**src/hw/rtl/wmg_pkg.sv**
```systemverilog
// ----------------------------------------------------------------------------
// wmg_pkg
// Shared constants and types of the windowed mean with gaps block.
// ----------------------------------------------------------------------------
`default_nettype none

package wmg_pkg;

    localparam int WINDOW_MAX_DEF    = 64;
    localparam int SAMPLE_BITS_DEF   = 16;
    localparam int FRACTION_BITS_DEF = 8;

    // configuration register layout
    localparam int PADDR_BITS = 3;
    localparam int PDATA_BITS = 32;
    localparam int REG_BITS   = 7;

    localparam logic REG_WINDOW_SIZE = 1'b0;
    localparam logic REG_MIN_VALID   = 1'b1;

    localparam logic [REG_BITS-1:0] WINDOW_SIZE_RESET = 7'd5;
    localparam logic [REG_BITS-1:0] MIN_VALID_RESET   = 7'd0;

    // control of the sample ring
    typedef struct packed {
        logic rd_en;
        logic wr_en;
        logic wr_present;
        logic clear;
    } ring_ctl_t;

endpackage

`default_nettype wire

```
**src/hw/rtl/windowed_mean_with_gaps.sv**
```systemverilog
// ----------------------------------------------------------------------------
// windowed_mean_with_gaps
// Moving average over a ring of recent samples, some possibly missing.
//
//   channel   direction  handshake                   payload
//   sample    in         sample_valid/sample_stall   sample, sample_present
//   result    out        result_valid/result_stall   mean_q8, mean_valid, valid_total
//   config    in         APB (pready tied high)      window_size @0x0, min_valid @0x4
//
// a result is registered after its request is accepted: ring read at acceptance,
// the update/write-back, one quotient bit per cycle in the radix-2 divider, then
// the mean enters the output register once that is free or being taken; the next
// request is taken once the block is back in idle
// reset and a window_size write mark every ring entry missing at once
// sample_stall stays high from acceptance until the result is in the output
// register; a waiting result holds there while the next request is worked
// ----------------------------------------------------------------------------
`default_nettype none

module windowed_mean_with_gaps #(
    parameter int WINDOW_MAX    = wmg_pkg::WINDOW_MAX_DEF,
    parameter int SAMPLE_BITS   = wmg_pkg::SAMPLE_BITS_DEF,
    parameter int FRACTION_BITS = wmg_pkg::FRACTION_BITS_DEF
) (
    input  wire                                       clk,
    input  wire                                       rst_n,

    input  wire                                       sample_valid,
    output logic                                      sample_stall,
    input  wire  signed [SAMPLE_BITS-1:0]             sample,
    input  wire                                       sample_present,

    output logic                                      result_valid,
    input  wire                                       result_stall,
    output logic signed [SAMPLE_BITS+FRACTION_BITS-1:0] mean_q8,
    output logic                                      mean_valid,
    output logic [$clog2(WINDOW_MAX+1)-1:0]           valid_total,

    input  wire                                       psel,
    input  wire                                       penable,
    input  wire                                       pwrite,
    input  wire  [wmg_pkg::PADDR_BITS-1:0]            paddr,
    input  wire  [wmg_pkg::PDATA_BITS-1:0]            pwdata,
    output logic [wmg_pkg::PDATA_BITS-1:0]            prdata,
    output logic                                      pready
);
    import wmg_pkg::*;

    localparam int CNT_BITS  = $clog2(WINDOW_MAX + 1);
    localparam int ADDR_BITS = (WINDOW_MAX > 1) ? $clog2(WINDOW_MAX) : 1;
    localparam int SUM_BITS  = SAMPLE_BITS + CNT_BITS;
    localparam int MEAN_BITS = SAMPLE_BITS + FRACTION_BITS;
    localparam int CMP_BITS  = ((CNT_BITS > REG_BITS) ? CNT_BITS : REG_BITS) + 1;

    typedef enum logic [3:0] {
        ST_IDLE   = 4'b0001,
        ST_UPDATE = 4'b0010,
        ST_DIVIDE = 4'b0100,
        ST_HOLD   = 4'b1000
    } state_t;

    state_t state_reg, state_next;

    logic [REG_BITS-1:0]         window_size_reg;
    logic [REG_BITS-1:0]         min_valid_reg;
    logic [ADDR_BITS-1:0]        write_slot_reg, write_slot_next;
    logic signed [SUM_BITS-1:0]  sum_reg, sum_next;
    logic [CNT_BITS-1:0]         count_reg, count_next;

    logic [ADDR_BITS-1:0]        slot_reg;
    logic signed [SAMPLE_BITS-1:0] sample_hold_reg;
    logic                        present_hold_reg;

    logic                        result_valid_reg;
    logic signed [MEAN_BITS-1:0] mean_reg;
    logic                        mean_valid_reg;
    logic [CNT_BITS-1:0]         total_reg;

    logic                        cfg_write;
    logic                        size_write;
    logic                        accept;
    logic                        load;
    logic [CNT_BITS-1:0]         win_size;
    logic [ADDR_BITS-1:0]        cur_slot;
    logic [CNT_BITS-1:0]         slot_inc;
    logic [CMP_BITS-1:0]         threshold;
    logic                        reach;

    ring_ctl_t                   ring_ctl;
    logic signed [SAMPLE_BITS-1:0] old_sample;
    logic                        old_present;
    logic                        div_done;
    logic signed [MEAN_BITS-1:0] div_quotient;

    assign cfg_write  = psel && penable && pwrite;
    assign size_write = cfg_write && (paddr[2] == REG_WINDOW_SIZE);
    assign accept     = sample_valid && !sample_stall;

    // effective window: zero acts as one, large values saturate
    always_comb
    begin
        if (window_size_reg == '0)
        begin
            win_size = CNT_BITS'(1);
        end
        else if (32'(window_size_reg) > WINDOW_MAX)
        begin
            win_size = CNT_BITS'(WINDOW_MAX);
        end
        else
        begin
            win_size = CNT_BITS'(window_size_reg);
        end
    end

    always_comb
    begin
        cur_slot = (CNT_BITS'(write_slot_reg) >= win_size) ? '0 : write_slot_reg;
        slot_inc = CNT_BITS'(slot_reg) + 1'b1;
        write_slot_next = (slot_inc >= win_size) ? '0 : ADDR_BITS'(slot_inc);

        sum_next = sum_reg
                 - (old_present ? SUM_BITS'(old_sample) : SUM_BITS'(0))
                 + (present_hold_reg ? SUM_BITS'(sample_hold_reg) : SUM_BITS'(0));
        count_next = count_reg - CNT_BITS'(old_present) + CNT_BITS'(present_hold_reg);

        threshold = (min_valid_reg != '0) ? CMP_BITS'(min_valid_reg)
                                          : CMP_BITS'((CMP_BITS'(win_size) + 1'b1) >> 1);
        reach = (count_reg != '0) && (CMP_BITS'(count_reg) >= threshold);
    end

    always_comb
    begin
        ring_ctl.rd_en      = accept;
        ring_ctl.wr_en      = (state_reg == ST_UPDATE);
        ring_ctl.wr_present = present_hold_reg;
        ring_ctl.clear      = size_write;
    end

    wmg_ring #(
        .DEPTH     (WINDOW_MAX),
        .ADDR_BITS (ADDR_BITS),
        .DATA_BITS (SAMPLE_BITS)
    ) u_ring (
        .clk        (clk),
        .rst_n      (rst_n),
        .ctl        (ring_ctl),
        .rd_addr    (cur_slot),
        .wr_addr    (slot_reg),
        .wr_data    (sample_hold_reg),
        .rd_data    (old_sample),
        .rd_present (old_present)
    );

    wmg_div #(
        .SUM_BITS      (SUM_BITS),
        .CNT_BITS      (CNT_BITS),
        .FRACTION_BITS (FRACTION_BITS),
        .MEAN_BITS     (MEAN_BITS)
    ) u_div (
        .clk      (clk),
        .rst_n    (rst_n),
        .start    (state_reg == ST_UPDATE),
        .dividend (sum_next),
        .divisor  (count_next),
        .done     (div_done),
        .quotient (div_quotient)
    );

    // result enters the output register once it is free or being taken
    assign load = ((state_reg == ST_DIVIDE && div_done) || state_reg == ST_HOLD)
               && (!result_valid_reg || !result_stall);

    always_comb
    begin
        state_next = state_reg;
        case (state_reg)
            ST_IDLE:
            begin
                if (accept)
                begin
                    state_next = ST_UPDATE;
                end
            end
            ST_UPDATE:
            begin
                state_next = ST_DIVIDE;
            end
            ST_DIVIDE:
            begin
                if (div_done)
                begin
                    state_next = load ? ST_IDLE : ST_HOLD;
                end
            end
            ST_HOLD:
            begin
                if (load)
                begin
                    state_next = ST_IDLE;
                end
            end
            default:
            begin
                state_next = ST_IDLE;
            end
        endcase
    end

    always_ff @(posedge clk or negedge rst_n)
    begin
        if (!rst_n)
        begin
            state_reg        <= ST_IDLE;
            window_size_reg  <= WINDOW_SIZE_RESET;
            min_valid_reg    <= MIN_VALID_RESET;
            write_slot_reg   <= '0;
            sum_reg          <= '0;
            count_reg        <= '0;
            result_valid_reg <= 1'b0;
        end
        else
        begin
            state_reg <= state_next;
            if (cfg_write)
            begin
                if (paddr[2] == REG_WINDOW_SIZE)
                begin
                    window_size_reg <= pwdata[REG_BITS-1:0];
                end
                else
                begin
                    min_valid_reg <= pwdata[REG_BITS-1:0];
                end
            end
            if (size_write)
            begin
                write_slot_reg <= '0;
                sum_reg        <= '0;
                count_reg      <= '0;
            end
            else if (state_reg == ST_UPDATE)
            begin
                write_slot_reg <= write_slot_next;
                sum_reg        <= sum_next;
                count_reg      <= count_next;
            end
            if (load)
            begin
                result_valid_reg <= 1'b1;
            end
            else if (!result_stall)
            begin
                result_valid_reg <= 1'b0;
            end
        end
    end

    always_ff @(posedge clk)
    begin
        if (accept)
        begin
            slot_reg         <= cur_slot;
            sample_hold_reg  <= sample;
            present_hold_reg <= sample_present;
        end
        if (load)
        begin
            mean_reg       <= reach ? div_quotient : '0;
            mean_valid_reg <= reach;
            total_reg      <= count_reg;
        end
    end

    always_comb
    begin
        case (paddr[2])
            REG_WINDOW_SIZE: prdata = PDATA_BITS'(window_size_reg);
            REG_MIN_VALID:   prdata = PDATA_BITS'(min_valid_reg);
            default:         prdata = '0;
        endcase
    end

    assign pready       = 1'b1;
    assign sample_stall = (state_reg != ST_IDLE);
    assign result_valid = result_valid_reg;
    assign mean_q8      = mean_reg;
    assign mean_valid   = mean_valid_reg;
    assign valid_total  = total_reg;

endmodule

`default_nettype wire

```
**src/hw/rtl/wmg_ring.sv**
```systemverilog
// ----------------------------------------------------------------------------
// wmg_ring
// Sample ring: synchronous memory with registered read plus per-entry present bits.
// ----------------------------------------------------------------------------
`default_nettype none

module wmg_ring #(
    parameter int DEPTH     = 64,
    parameter int ADDR_BITS = 6,
    parameter int DATA_BITS = 16
) (
    input  wire                         clk,
    input  wire                         rst_n,
    input  wmg_pkg::ring_ctl_t          ctl,
    input  wire  [ADDR_BITS-1:0]        rd_addr,
    input  wire  [ADDR_BITS-1:0]        wr_addr,
    input  wire  signed [DATA_BITS-1:0] wr_data,
    output logic signed [DATA_BITS-1:0] rd_data,
    output logic                        rd_present
);
    import wmg_pkg::*;

    logic signed [DATA_BITS-1:0] mem [DEPTH];
    logic signed [DATA_BITS-1:0] rd_data_reg;
    logic [DEPTH-1:0]            present_bits_reg;
    logic                        rd_present_reg;

    always_ff @(posedge clk)
    begin
        if (ctl.wr_en)
        begin
            mem[wr_addr] <= wr_data;
        end
        if (ctl.rd_en)
        begin
            rd_data_reg <= mem[rd_addr];
        end
    end

    // present bits make never-written entries read as missing
    always_ff @(posedge clk or negedge rst_n)
    begin
        if (!rst_n)
        begin
            present_bits_reg <= '0;
            rd_present_reg   <= 1'b0;
        end
        else
        begin
            if (ctl.clear)
            begin
                present_bits_reg <= '0;
            end
            else if (ctl.wr_en)
            begin
                present_bits_reg[wr_addr] <= ctl.wr_present;
            end
            if (ctl.rd_en)
            begin
                rd_present_reg <= present_bits_reg[rd_addr];
            end
        end
    end

    assign rd_data    = rd_data_reg;
    assign rd_present = rd_present_reg;

endmodule

`default_nettype wire

```
**src/hw/rtl/wmg_div.sv**
```systemverilog
// ----------------------------------------------------------------------------
// wmg_div
// Radix-2 restoring divider: signed sum scaled by 2^FRACTION_BITS over count,
// truncated toward zero, one quotient bit per cycle.
// ----------------------------------------------------------------------------
`default_nettype none

module wmg_div #(
    parameter int SUM_BITS      = 23,
    parameter int CNT_BITS      = 7,
    parameter int FRACTION_BITS = 8,
    parameter int MEAN_BITS     = 24
) (
    input  wire                         clk,
    input  wire                         rst_n,
    input  wire                         start,
    input  wire  signed [SUM_BITS-1:0]  dividend,
    input  wire  [CNT_BITS-1:0]         divisor,
    output logic                        done,
    output logic signed [MEAN_BITS-1:0] quotient
);
    import wmg_pkg::*;

    localparam int NUM_BITS  = SUM_BITS + FRACTION_BITS;
    localparam int STEP_BITS = (NUM_BITS > 1) ? $clog2(NUM_BITS) : 1;

    logic                 busy_reg;
    logic                 done_reg;
    logic [STEP_BITS-1:0] step_reg;
    logic [CNT_BITS-1:0]  div_reg;
    logic [CNT_BITS-1:0]  rem_reg;
    logic [NUM_BITS-1:0]  quo_reg;
    logic                 neg_reg;

    logic [SUM_BITS-1:0]  mag;
    logic [CNT_BITS:0]    trial;
    logic [CNT_BITS:0]    diff;
    logic                 fits;
    logic [NUM_BITS-1:0]  quo_neg;

    always_comb
    begin
        mag   = dividend[SUM_BITS-1] ? SUM_BITS'(-dividend) : SUM_BITS'(dividend);
        trial = {rem_reg, quo_reg[NUM_BITS-1]};
        diff  = trial - {1'b0, div_reg};
        fits  = (trial >= {1'b0, div_reg});
        quo_neg = -quo_reg;
    end

    always_ff @(posedge clk or negedge rst_n)
    begin
        if (!rst_n)
        begin
            busy_reg <= 1'b0;
            done_reg <= 1'b0;
            step_reg <= '0;
        end
        else
        begin
            done_reg <= busy_reg && (step_reg == '0);
            if (start)
            begin
                busy_reg <= 1'b1;
                step_reg <= STEP_BITS'(NUM_BITS - 1);
            end
            else if (busy_reg)
            begin
                if (step_reg == '0)
                begin
                    busy_reg <= 1'b0;
                end
                else
                begin
                    step_reg <= step_reg - 1'b1;
                end
            end
        end
    end

    // numerator shifts out of quo_reg while quotient bits shift in
    always_ff @(posedge clk)
    begin
        if (start)
        begin
            div_reg <= divisor;
            rem_reg <= '0;
            neg_reg <= dividend[SUM_BITS-1];
            quo_reg <= NUM_BITS'(mag) << FRACTION_BITS;
        end
        else if (busy_reg)
        begin
            rem_reg <= fits ? diff[CNT_BITS-1:0] : trial[CNT_BITS-1:0];
            quo_reg <= {quo_reg[NUM_BITS-2:0], fits};
        end
    end

    assign done     = done_reg;
    assign quotient = neg_reg ? MEAN_BITS'(quo_neg) : MEAN_BITS'(quo_reg);

endmodule

`default_nettype wire

```
**config.mk**
```make
export PLATFORM = sky130hd
export DESIGN_NAME = windowed_mean_with_gaps
export DESIGN_NICKNAME = d
export VERILOG_FILES = /design/src/hw/rtl/wmg_pkg.sv /design/src/hw/rtl/windowed_mean_with_gaps.sv /design/src/hw/rtl/wmg_ring.sv /design/src/hw/rtl/wmg_div.sv
export SDC_FILE = /design/constraint.sdc
export NUM_CORES = 2
export LEC_CHECK = 0
export ABC_CLOCK_PERIOD_IN_PS = 4870
export BUFFER_PORTS_ARGS = -buffer_cell sky130_fd_sc_hd__buf_2
export CAP_MARGIN = 0
export CELL_PAD_IN_SITES_DETAIL_PLACEMENT = 0
export CELL_PAD_IN_SITES_GLOBAL_PLACEMENT = 1
export CORE_ASPECT_RATIO = 2
export CORE_MARGIN = 8
export CORE_UTILIZATION = 47
export CTS_CLUSTER_DIAMETER = 200
export CTS_CLUSTER_SIZE = 10
export DETAILED_ROUTE_END_ITERATION = 8
export PLACE_DENSITY_LB_ADDON = 0.25
export SYNTH_ARGS = -nofsm -noshare
export SYNTH_HDL_FRONTEND = slang
export SYNTH_SLANG_ARGS = --single-unit
export TNS_END_PERCENT = 30
```
**constraint.sdc**
```tcl
create_clock -name clk -period 4.87 [get_ports clk]
set_clock_uncertainty 0.1 [all_clocks]
set_input_delay 0.2435 -clock clk [delete_from_list [all_inputs] [get_ports clk]]
set_output_delay 0.2435 -clock clk [all_outputs]
set_load 0.02 [all_outputs]
```
Yosys cells after proc, flatten, opt, wreduce, memory -nomap -nowiden
Memory sizes are Yosys's and may differ from the RTL's. A register that Yosys moved wholly into a read port is not among the register bits. Cells that the tools add are included. Widths: inputs -> output; s select.

Memories: 1. Output and inout bits: 67. Logic and storage cells: 118. RAM bits: 1024. Input port bits: 59. Bits in registers: 228.

Reduce and logical (&&, ||, !) cells: 24. Bitwise logic cells: 1. Magnitude comparators: 8. $add $sub $neg: 10. Multiplexer cells: 41. Equality and inequality tests: 10.

Memory list: u_ring.mem (depth 64, bits a word 16, read ports 1, clocked after Yosys merged registers in 1, wr ports 1, RTL line wmg_ring.sv:23) `logic signed [DATA_BITS-1:0] mem [DEPTH];`.

Operator list (number): $mux 64 (2); $mux 23 (5); $bwmux 64 (1); $pmux 32 s2 (1); $mux 31 (2); $mux 7 (6); $mux 24 (1); $mux 6 (4); $neg 24->24 (1); $add 23x23->23 (1); $neg 23->23 (1); $sub 23x23->23 (1); $mux 4 (4); $pmux 4 s4 (1); $mux 5 (3); $ge 7x7->1 (2); $lt 6x7->1 const B (2); $reduce_bool 7->1 (2); $logic_and 1x1->1 (9); $mux 1 (9); $add 7x1->8 const B (1); $ge 8x7->1 (1); $add 6x1->7 const B (1); $add 7x1->7 (1); other kinds (23) (32).

Depth between registers and ports, before layout
Depth in word-level cells: 7. Depth in mapped cells: 18. Mapped depth without buffers: 15.

Modules after synthesis
Synthesis repeated with hierarchy kept, for this count alone.

Cells, all modules: 3049. Area, all modules: 53546.4 um2.

By module, submodules not included: wmg_ring (area an instance 42748.5 um2, times used 1, cells each 1929); windowed_mean_with_gaps (area an instance 7462.2 um2, times used 1, cells each 780); wmg_div (area an instance 3335.7 um2, times used 1, cells each 340).

Worst setup path after synthesis
OpenSTA, ideal clock, no wires.

Path kind: reg-to-reg. Start point: reg sample_hold_reg[15]. End point: reg u_div.quo_reg[29], data pin. Path buffers: 2. Slack: 0.145 ns. Setup time: 0.264 ns. Data required time: 4.506 ns. Cell stages (with the launch flop): 16. Data arrival time: 4.360 ns. Cells stage by stage: edfxtp_1 > nand2_1 > fa_1 > inv_1 > ha_1 > clkbuf_1 > a21oi_1 > o21bai_1 > a2111oi_0 > a2111oi_0 > nand3_1 > inv_2 > buf_2 > nor2_1 > a221oi_1 > nand3b_1.

Elaborated cells between the ends (all ways): 5.

RTL lines: start, declared (RTL line windowed_mean_with_gaps.sv:71) `logic signed [SAMPLE_BITS-1:0] sample_hold_reg;`; start signal, assigned (RTL line windowed_mean_with_gaps.sv:264) `sample_hold_reg <= sample;`; $mux 23 (RTL line windowed_mean_with_gaps.sv:124) `+ (present_hold_reg ? SUM_BITS'(sample_hold_reg) : SUM_BITS'(0));`; $add 23x23->23 (RTL line windowed_mean_with_gaps.sv:124); named net sum_next[22] (RTL line windowed_mean_with_gaps.sv:67) `logic signed [SUM_BITS-1:0] sum_reg, sum_next;`; $mux 23 (RTL line wmg_div.sv:43) `mag = dividend[SUM_BITS-1] ? SUM_BITS'(-dividend) : SUM_BITS'(dividend);`; $mux 31 (RTL line wmg_div.sv:83) `if (start)`; end signal, assigned (RTL line wmg_div.sv:88) `quo_reg <= NUM_BITS'(mag) << FRACTION_BITS;`; end signal, assigned (RTL line wmg_div.sv:93) `quo_reg <= {quo_reg[NUM_BITS-2:0], fits};`; end, declared (RTL line wmg_div.sv:32) `logic [NUM_BITS-1:0] quo_reg;`.

The timed path passes the listed nets, and every way through them passes these cells. A chain may end at the register's enable or synchronous reset.

Worst setup path after layout
Start point: reg window_size_reg[2]. End point: reg u_ring.rd_data_reg[9] (netlist: u_ring.rd_data[9]), read port of u_ring.mem, data pin.

Word-level cells in the longest chain between the ends: 5. Elaborated cells between the ends (all ways): 6.

RTL lines: start, declared (RTL line windowed_mean_with_gaps.sv:64) `logic [REG_BITS-1:0] window_size_reg;`; start signal, assigned (RTL line windowed_mean_with_gaps.sv:229) `window_size_reg <= pwdata[REG_BITS-1:0];`; $gt 7x7->1 (RTL line windowed_mean_with_gaps.sv:106) `else if (32'(window_size_reg) > WINDOW_MAX)`; $mux 7 (RTL line windowed_mean_with_gaps.sv:106); $mux 7 (*) (RTL line windowed_mean_with_gaps.sv:102) `if (window_size_reg == '0)`; $ge 6x7->1 (*) (RTL line windowed_mean_with_gaps.sv:118) `cur_slot = (CNT_BITS'(write_slot_reg) >= win_size) ? '0 : write_slot_reg;`; $mux 6 (*) (RTL line windowed_mean_with_gaps.sv:118); end, declared (RTL line wmg_ring.sv:24) `logic signed [DATA_BITS-1:0] rd_data_reg;`.

Mark *: on every way between the ends. The rest lies on a longest branch, timed or not.

==> results.yml <==
routing:
  via_per_inst: 5.977
  drt_first_pass_iters: 6
  drtAntennaViolNets: 0
  drt_iter0_markers: 2830
  wl_um: 155600
  wl_per_cell_um: 27.16
  drcViolationCount: 0
  vias: 34247
grt:
  antenna_found_initial: 10
  overflow: 0
  grt_usage: 0.2427
  grt_max_degree: 119
  grt_pass1_wl_um: 229600
  grt_pass1_vias: 35179
logic_synthesis:
  syn_area_per_cell_um2: 13.56
  synthSimpleGateAreaFrac: 0.08193
  ys_seq_elements: 1268
  synth_compound_area_frac: 0.1169
  netlist_instances: 3970
  synth_area_um2: 53830
  ys_warn_count: 0
  ys.flop_type: "edfxtp_1"
  ys_seq_area_frac: 0.6928
  synth_top_family_by_area: "compound AO/OA/AOI/OAI gates"
  synth_edf_count: 1126
  synth_cell_types: 84
  yosys.area_share.adder: 0.02403
  synth_xor_area_frac: 0.01285
  synthMuxAreaShare: 0.04186
  ys_async_sr_fraction: 0.1002
critical_path:
  cp_cell_sequence: "nor3_1 > a21oi_1 > nor2_1 > ha_1 > nand2b_1 > a21o_1 > a21o_1 > a21oi_2 > nand2_1 > nor3_2 > a22oi_1 > nand4_1"
  crit_family: "simple AND/OR/NAND/NOR gates"
  critical-path-max-stage-delay_ns: 1.08
  crit_arrival_ns: 5.10
  cp-end-kind: "flip-flop"
  critPathLaunchType: "flip-flop"
  cp_num_buf_inv: 0
  required_ns: 5.36
  critical_path_class: "reg -> reg"
  crit_path_top_delay_cell: "nor3_2"
  critPathMaxFanout: 16
  path_common_cell: "a21o_1"
floorplan:
  die_y_um: 494.6
  initial_core_util: 0.4737
  core_area_um2: 113600
  fp.dieW_um: 255.3
  die_area_um2: 126300
  num_rows: 175
  boundaryPins: 126
sta:
  fmax_ghz: 0.2169
  report.final.slew_viol_count: 0
  hold_violations: 0
  grt_setup_unrepaired: "no"
  setup_violations: 0
  slew-limit-headroom: 0.1442
  period_minus_slack_ns: 4.610
  fin_tns_setup_ns: 0
  fin_crit_sh: 0.9467
  worst_slew_pin_slew_ns: 1.277
final_layout:
  ff_latch_area_um2: 37300
  fillers: 9420
  final_util: 0.5380
  layout-drive-gt1-share: 0.1314
  num-nets-final: 4310
  multi_input_area_um2: 15140
  area_growth_pct: 13.57
  finalNonFillerCells: 5730
  largest_reg_flops: 1024
power_and_ir_drop:
  power_mw: 39.18
  ir_drop_uv: 396.1
  p_leak_nw: 21.27
  cellPowerDensity_nw_per_um2: 640.9
clock_network:
  cts.sinks: 1268
  cts_tree: "built"
  holdBufCountCts: 35
  clock_latency_ns: 0.75
  numCtsBuffers: 144
  post-cts-setup-buffers: 0
  clock-root-buffer: "clkbuf_16"
  cts.path.max_buffers: 3
  cts_resized: 0
  clk_pin_slew_ns: 0.06
  h-tree-depth: 4
outcome:
  outcome: "complete, no violations"
hold_path:
  hold_class: "in -> reg"
placement:
  gp_congestion: 0.9353
  numPortBuffers: 72
  dp_hpwl_um: 99110
  dp.cells: 5485
flow_run:
  maxCapViolCount: 0
[cells in the mapped netlist, drive strengths merged, types with 28 or more instances]
master	instances	area (um2)
buf	65	362.8
nand2	472	1772
xnor2	37	324.1
o221ai	211	1848
ha	65	813.3
o22ai	52	325.3
xor2	42	367.9
mux2i	98	980.9
o21ai	234	1171
a22oi	33	247.7
mux2	69	777.0
a21oi	296	1485
edfxtp	1126	33810
clkbuf	213	799.5
nor3	39	195.2
nor2	213	799.5
inv	108	405.4
and3	89	556.8
dfrtp	124	3103
nand4	28	175.2
[logic make-up after synthesis]
logic type / count (synthesis)
and+or+nand+nor: 973
adders and majority gates: 89
AOI/OAI and AO/OA: 979
muxes: 189
other: 2
xor gates and xnor gates: 79
DFF: 1268
buffers and inverters: 391
[worst register-to-register path, stage by stage (launching register included)]
cell and delay, ns:
dfstp_2 0.61, nor3_1 0.08, a21oi_1 0.21, nor2_1 0.08, ha_1 0.26, nand2b_1 0.14
a21o_1 0.18, a21o_1 0.18, a21oi_2 0.46, nand2_1 0.33, nor3_2 1.09, a22oi_1 0.51
nand4_1 0.22
[power by group]
part	switching [mW]	total (mW)	internal (mW)
registers	0.590	13.8	13.2
logic	10.1	15.8	5.64
clock network	4.09	9.64	5.56
[cell usage in the layout (no fill, tap or decap), types with 23 or more instances in the layout]
master            n
xnor2_1          37
o21ai_0         217
nand4_1          28
a22oi_1          33
xor2_1           42
nand2_1         469
o211ai_1         24
o221ai_1        211
inv_1           106
or3_1            23
o22ai_1          51
fa_1             24
and3_1           89
conb_1           26
a31oi_1          25
nor3_1           35
dlygate4sd3_1    34
a211oi_1         23
buf_4           177
mux2i_1          98
dfrtp_1         122
edfxtp_1       1126
nor2_1          208
a21oi_1         294
clkbuf_1         52
mux2_2           69
nand3_1          25
clkbuf_16       150
buf_2            71
ha_1             65
[layout make-up]
class / instances / share of cell area
clock buffers: 202 / 0.06459
flip-flops and latches: 1268 / 0.6102
multi-input cells: 2335 / 0.2476
inverters: 113 / 0.006979
repair buffers: 300 / 0.03887
well taps: 1504 / 0.03078
clock inverters: 6 / 0.0009005
diodes: 2 / 0.00008186
[metrics by stage]
step                      area, um2  hold slack [ns]  worst slack [ns]
after floorplan               53920          -0.1521            0.1452
after global placement        56770          0.08586            0.3885
after detailed placement      56770          0.08468            0.4276
after CTS                     61130         0.004129            0.4163
after global routing          61130          0.05667           0.03336
final                         61130          0.04467            0.2595
[path summary, 6_finish.rpt]
kind                               startpoint            endpoint  slack (ns)  depth (start not counted)
setup / recovery           window_size_reg[2]   u_ring.rd_data[9]        0.26                         12
hold / removal                       paddr[2]  window_size_reg[4]        0.04                          3
setup reg to reg           window_size_reg[2]   u_ring.rd_data[9]        0.26                         12
hold reg to reg              u_div.rem_reg[6]    u_div.rem_reg[6]        0.36                          2
max in group asynchronous               rst_n         sum_reg[21]        3.38                          4
min in group asynchronous               rst_n  window_size_reg[2]        0.54                          3
[metal layers]
metal	wire length [um]	vias to the layer above	global-route usage
li1	-	15410	-
met1	53380	17313	0.2542
met2	84500	1187	0.4566
met3	8848	335	0.04185
met4	8884	2	0.1320
met5	15	-	0
Power figures use the tool's default switching activity.
